==> src/rtl/fsra_pkg.sv <==
// Shared types and constants of the flash sector remap allocator.
// No dependencies; imported by the top, fsra_ctrl, fsra_dp and fsra_checker.
package fsra_pkg;

  // Geometry of the flash and of the logical space.
  localparam int PHYS_SECTORS     = 4096;
  localparam int LOGICAL_SECTORS  = 30716;
  localparam int RESERVED_SECTORS = 15;
  localparam int FIRST_MAP_SPAN   = 2044;
  localparam int MAP_SPAN         = 2048;
  localparam int MAP_SPAN_SHIFT   = $clog2(MAP_SPAN);

  // Storage address widths.
  localparam int PHYS_AW = $clog2(PHYS_SECTORS);
  localparam int MAP_AW  = $clog2(LOGICAL_SECTORS);
  localparam int CLR_LEN = (LOGICAL_SECTORS > PHYS_SECTORS) ? LOGICAL_SECTORS : PHYS_SECTORS;
  localparam int CLR_W   = $clog2(CLR_LEN);

  // Field widths.
  localparam int LSEC_W   = 15;
  localparam int ENTRY_W  = 16;
  localparam int STATUS_W = 2;
  localparam int SEC_W    = 13;
  localparam int PAGE_W   = 3;
  localparam int ERASE_W  = 2;
  localparam int MASK_W   = 8;
  localparam int MPAGE_W  = 4;
  localparam int DIRTY_W  = 15;

  typedef enum logic [1:0] {
    MODE_READ  = 2'd0,
    MODE_WRITE = 2'd1,
    MODE_LOAD  = 2'd2,
    MODE_SYNC  = 2'd3
  } mode_e;

  localparam logic [STATUS_W-1:0] ST_OK       = 2'd0;
  localparam logic [STATUS_W-1:0] ST_UNMAPPED = 2'd1;
  localparam logic [STATUS_W-1:0] ST_FULL     = 2'd2;

  localparam logic [ERASE_W-1:0] ERASE_NONE  = 2'd0;
  localparam logic [ERASE_W-1:0] ERASE_PLAIN = 2'd1;
  localparam logic [ERASE_W-1:0] ERASE_KEEP  = 2'd2;

  // Commands from the controller to the datapath.
  typedef struct packed {
    logic clear;
    logic accept;
    logic decode;
    logic map_chk;
    logic old_wr;
    logic scan;
    logic commit;
    logic new_wr;
    logic done;
  } fsra_cmd_t;

  // Status from the datapath to the controller.
  typedef struct packed {
    logic  clear_done;
    mode_e mode;
    logic  in_range;
    logic  load_used;
    logic  need_free;
    logic  need_scan;
    logic  scan_hit;
    logic  scan_full;
    logic  out_free;
  } fsra_stat_t;

endpackage

==> src/rtl/fsra_ctrl.sv <==
// Sequencing state machine of the sector remap allocator.
// Depends on fsra_pkg; drives the datapath through fsra_cmd_t.
module fsra_ctrl import fsra_pkg::*; (
  input  logic       clk_i,
  input  logic       rst_ni,
  input  logic       in_valid_i,
  output logic       in_ready_o,
  input  fsra_stat_t stat_i,
  output fsra_cmd_t  cmd_o
);

  typedef enum logic [8:0] {
    S_CLEAR   = 9'b000000001,
    S_IDLE    = 9'b000000010,
    S_DECODE  = 9'b000000100,
    S_MAP_CHK = 9'b000001000,
    S_OLD_WR  = 9'b000010000,
    S_SCAN    = 9'b000100000,
    S_COMMIT  = 9'b001000000,
    S_NEW_WR  = 9'b010000000,
    S_DONE    = 9'b100000000
  } state_e;

  state_e state_q, state_d;

  // Next state and commands.
  always_comb begin
    state_d = state_q;
    cmd_o   = '0;
    unique case (state_q)
      S_CLEAR: begin
        cmd_o.clear = 1'b1;
        if (stat_i.clear_done) state_d = S_IDLE;
      end
      S_IDLE: begin
        cmd_o.accept = in_valid_i;
        if (in_valid_i) state_d = S_DECODE;
      end
      S_DECODE: begin
        cmd_o.decode = 1'b1;
        unique case (stat_i.mode)
          MODE_READ, MODE_WRITE: state_d = stat_i.in_range ? S_MAP_CHK : S_DONE;
          MODE_LOAD: state_d = (stat_i.in_range && stat_i.load_used) ? S_NEW_WR : S_DONE;
          default: state_d = S_DONE;
        endcase
      end
      S_MAP_CHK: begin
        cmd_o.map_chk = 1'b1;
        if (stat_i.mode == MODE_READ) state_d = S_DONE;
        else if (stat_i.need_free) state_d = S_OLD_WR;
        else if (stat_i.need_scan) state_d = S_SCAN;
        else state_d = S_COMMIT;
      end
      S_OLD_WR: begin
        cmd_o.old_wr = 1'b1;
        state_d = stat_i.need_scan ? S_SCAN : S_COMMIT;
      end
      S_SCAN: begin
        cmd_o.scan = 1'b1;
        if (stat_i.scan_hit) state_d = S_COMMIT;
        else if (stat_i.scan_full) state_d = S_DONE;
      end
      S_COMMIT: begin
        cmd_o.commit = 1'b1;
        state_d = S_NEW_WR;
      end
      S_NEW_WR: begin
        cmd_o.new_wr = 1'b1;
        state_d = S_DONE;
      end
      S_DONE: begin
        cmd_o.done = stat_i.out_free;
        if (stat_i.out_free) state_d = S_IDLE;
      end
      default: state_d = S_CLEAR;
    endcase
  end

  always_ff @(posedge clk_i or negedge rst_ni) begin
    if (!rst_ni) begin
      state_q <= S_CLEAR;
    end else begin
      state_q <= state_d;
    end
  end

  assign in_ready_o = (state_q == S_IDLE);

endmodule

==> config.mk <==
export PLATFORM = sky130hd
export DESIGN_NAME = fsra_ctrl
export DESIGN_NICKNAME = d
export VERILOG_FILES = /design/src/rtl/fsra_pkg.sv /design/src/rtl/fsra_ctrl.sv
export SDC_FILE = /design/constraint.sdc
export NUM_CORES = 1
export LEC_CHECK = 0
export CAP_MARGIN = 20
export CORE_AREA = 4 4 41 43
export CTS_CLUSTER_SIZE = 8
export DETAILED_ROUTE_END_ITERATION = 6
export DIE_AREA = 0 0 45 47
export DONT_BUFFER_PORTS = 1
export GPL_ROUTABILITY_DRIVEN = 0
export GPL_TIMING_DRIVEN = 0
export PLACE_DENSITY = 0.67
export SYNTH_ARGS = -nofsm -noshare
export SYNTH_HDL_FRONTEND = slang
export SYNTH_SLANG_ARGS = --single-unit
export TNS_END_PERCENT = 5
==> constraint.sdc <==
create_clock -name clk_i -period 1.7 [get_ports clk_i]
set_input_delay 0.51 -clock clk_i [delete_from_list [all_inputs] [get_ports clk_i]]
set_output_delay 0.51 -clock clk_i [all_outputs]
set_load 0.05 [all_outputs]
Yosys cells after proc, flatten, opt, wreduce, memory -nomap -nowiden --
Index checks and enable logic that the tools add are counted. Widths: inputs -> output; s select.
Operators by class: eq/ne operators 15, muxes and demuxes 21, reduce and logical (&&, ||, !) cells 4
Operator list (count):
- $mux 9 | 9
- $pmux 9 s9 | 1
- $pmux 9 s2 | 1
- $eq 9x1->1 const B | 1
- $eq 9x2->1 const B | 1
- $eq 9x3->1 const B | 1
- $eq 9x4->1 const B | 1
- $eq 9x5->1 const B | 1
- $eq 9x6->1 const B | 1
- $eq 9x7->1 const B | 1
- $eq 9x8->1 const B | 1
- $eq 9x9->1 const B | 1
- $mux 1 | 9
- $mux 7 | 1
- $ne 2x2->1 const B | 3
- $reduce_and 4->1 | 1
- $ne 3x3->1 const B | 1
- $eq 2x1->1 const B | 1
- $eq 2x2->1 const B | 1
- $logic_not 2->1 | 1
- $reduce_or 2->1 | 1
- $logic_and 1x1->1 | 1
Storage, ports and cells: bits in registers 9, input port bits 13, logic and storage cells 41

Longest topological paths before layout --
word-level depth 4, depth in mapped cells 6

Least setup slack after synthesis --
Ideal clock, no wire load.
kind reg-to-output, start register state_q[1], end output port cmd_o[2] (netlist name), arrival time 2.452 ns, required time 1.190 ns, path slack -1.262 ns, stages on the path, launching flop included 4, path buffers 0, cells stage by stage dfrtp_1 > nor3_1 > nand2_1 > nor4_1
RTL lines:
- from (decl) | RTL line fsra_ctrl.sv:24 | state_e state_q, state_d;
- from (signal assigned) | RTL line fsra_ctrl.sv:83 | state_q <= state_d;
- to (decl) | RTL line fsra_ctrl.sv:9 | output fsra_cmd_t cmd_o

==> results.json <==
{
  "outcome": "complete, but fails checks",
  "violations": "setup timing",
  "rows": 13,
  "grt_pass1_vias": 610,
  "timing.rr.start": "state_q[5]$_DFFE_PN0P_",
  "final_nets": 100,
  "cts_made_buffers": 3,
  "layout_common_cells": "6 x nor2_4, 6 x nor2_1, 6 x dfrtp_1",
  "antenna_cells": 0,
  "synth_top_area_cell": "dfrtp_1",
  "p_per_area_mw_per_mm2": 1135,
  "via_per_inst": 6.079,
  "dp_hpwl_mm": 1.177,
  "path_max_fanout": 4,
  "fillers": 97,
  "setup_ws_ns": -0.7917,
  "dp_cells": 92,
  "synthesis.area_sq_um": 656.9,
  "yosysTopAreaCellShare_pct": 30.48,
  "clock_latency_ns": 0.26,
  "path_cells": "buf_6 -> nor4_4 -> nand4b_1 -> nor2_4 -> and2_4",
  "worstMarginPinSlew_ns": 0.7982,
  "grt_overflow": 0,
  "die_height_um": 47,
  "io_buffer_count": 0,
  "syn2layout_area_growth_pct": 32.57,
  "initial_core_util_pct": 50.48,
  "crit_family": "simple AND/OR/NAND/NOR gates",
  "tns_ns": -6.688,
  "syn-instance-count": 77,
  "hold_slack_ns": 0.09456,
  "worstRegToRegCells": 7,
  "ys_seq_area_share_pct": 34.48,
  "grt_max_degree": 9,
  "grt_pass1_wl_mm": 2.856,
  "drv_slew": 0,
  "finalHoldViolCount": 0,
  "drc": 0,
  "reg2reg_slack_ns": -0.36,
  "yosysWarnings": 0,
  "cts_buffer_depth": 2,
  "dr.pass1.iters": 4,
  "synthTopCellsByArea": "dfrtp_1 30%, nor2_1 6.9%, nand2b_1 4.8%",
  "fmax_mhz": 401.3,
  "io_pins": 23,
  "die_w_um": 45,
  "fin_total_pwr_mw": 0.9880,
  "fin_crit_sh_pct": 146.6,
  "grt.total_usage_pct": 19.04,
  "slew_headroom_pct": 46.38,
  "synth_cell_types": 35,
  "routed_wl_mm": 1.671,
  "critPathLaunchType": "flip-flop",
  "crit_type": "flip-flop to primary output",
  "stdcell_count": 101,
  "skew_ns": 0.003016,
  "r2r-end": "state_q[5]$_DFFE_PN0P_",
  "wl_per_cell_um": 16.54,
  "cts_max_level": 1,
  "critPathSlowestCell": "dfrtp_1",
  "grt_antenna_before_repair": 0,
  "drive_gt1_share_pct": 36.05,
  "syn-mean-instance-area_sq_um": 8.531,
  "cts.sinks": 9,
  "top_register": "state_q",
  "synth.net_count": 90,
  "crit_path_max_incr_delay_ns": 0.37,
  "reg_top3": "state_q: 9 flops",
  "drtIter0Drc": 21,
  "cp.required_ns": 1.19,
  "peakVddDrop_uv": 926.5,
  "period_minus_slack_ns": 2.492,
  "fp.dieArea_sq_mm": 0.002115,
  "vias": 614,
  "clk_pin_slew_ns": 0.06,
  "cap_violations": 0,
  "ys_ff_latch": 9,
  "hold_class": "input port to asynchronous set/reset pin",
  "rsz0062_at_grt": "yes",
  "root_buffer": "clkbuf_4",
  "final-setup-viol-count": 18,
  "p_leak_nw": 0.3523,
  "cts_tree": "built",
  "postRouteAntennaNets": 0,
  "arrival_ns": 1.98,
  "worstSetupEndpointType": "primary output",
  "cp_num_buf_inv": 1,
  "fp.coreArea_sq_mm": 0.001301,
  "largest_register_ffs": 9
}
==> layer usage <==
metal  share of wire, %  GRT usage, %
met5                  0             0
met3                7.9         4.215
met4                1.7         10.53
met1                 42         24.76
met2                 48         29.38
==> worst register-to-register path: cells and delay by family (launching register included) <==
kind,cells,cell delay (ns)
simple gates,3,1.04
buf+inv,2,0.31
compound gates,2,0.27
flops,1,0.37
==> power breakdown <==
group          internal (mW)  leakage [nW]  switching (mW)
clock                 0.0902        0.0150          0.0709
sequential             0.257         0.118          0.0721
combinational          0.163         0.220           0.334
==> through the flow <==
step                utilization (%)  instance area [sq um]  setup slack (ns)
floorplan                         -                  709.4           -0.5341
global route                  66.92                  870.8           -0.8625
finish                        66.92                  870.8           -0.7917
CTS                           66.63                  867.1           -0.8041
detailed placement            55.96                  728.2           -0.6834
global placement              55.96                  728.2           -0.6719
==> what timing repair did <==
action                                  CTS  global route
cloned                                    0             0
hold buffers                              1             0
endpoints found under the setup margin   19            19
buffers inserted                          4             0
hold endpoints to repair                  8             0
pin swaps                                14             1
gates resized for setup                  18             2
==> how the worst max path moves through the flow <==
| stage | startpoint | to | slack (ns) | cells past startpoint |
|---|---|---|---|---|
| 2_1_floorplan | state_q[7]$_DFFE_PN0P_ | cmd_o[7] | -0.53 | 5 |
| 3_3_place_gp | state_q[7]$_DFFE_PN0P_ | cmd_o[5] | -0.67 | 4 |
| 3_5_place_dp | state_q[7]$_DFFE_PN0P_ | cmd_o[5] | -0.68 | 4 |
| 4_1_cts | state_q[5]$_DFFE_PN0P_ | cmd_o[7] | -0.80 | 5 |
| 5_1_grt | state_q[5]$_DFFE_PN0P_ | cmd_o[7] | -0.86 | 5 |
| 6_report | state_q[5]$_DFFE_PN0P_ | cmd_o[7] | -0.79 | 5 |
==> cell type report <==
| class | instances | area (sq um) | area share (%) |
|---|---|---|---|
| multi-input combinational | 63 | 523.0 | 60.06 |
| sequential | 9 | 229.0 | 26.29 |
| timing repair buffer | 5 | 40.04 | 4.598 |
| clock buffer | 4 | 26.28 | 3.017 |
| buffer | 2 | 22.52 | 2.586 |
| tap | 15 | 18.77 | 2.155 |
| inverter | 3 | 11.26 | 1.293 |
==> synth_stat cells, drive strengths merged <==
master	n
and2	2
nand4	1
and3	1
nor3	3
nand2	5
a21oi	2
nor3b	2
o2111a	1
dfstp	1
buf	2
dfrtp	8
or2b	2
or4	2
nand2b	5
nor2b	1
nand4b	1
mux2i	1
and3b	1
nand3b	2
o21ai	6
or3	1
inv	3
a31oi	1
a31o	1
a41o	1
o31ai	1
nor2	12
o21a	1
xor2	2
nor4	4
nand3	1
==> cells by family (layout without fill, tap and decap cells) <==
logic type	Yosys count	after routing	share of synthesized area, %
AOI/OAI and AO/OA	14	14	13.91
and+or+nand+nor	46	46	43.24
xor gates and xnor gates	2	2	2.667
DFF	9	9	34.48
buffers and inverters	5	14	4.190
muxes	1	1	1.524
(Power assumes the default switching activity.)
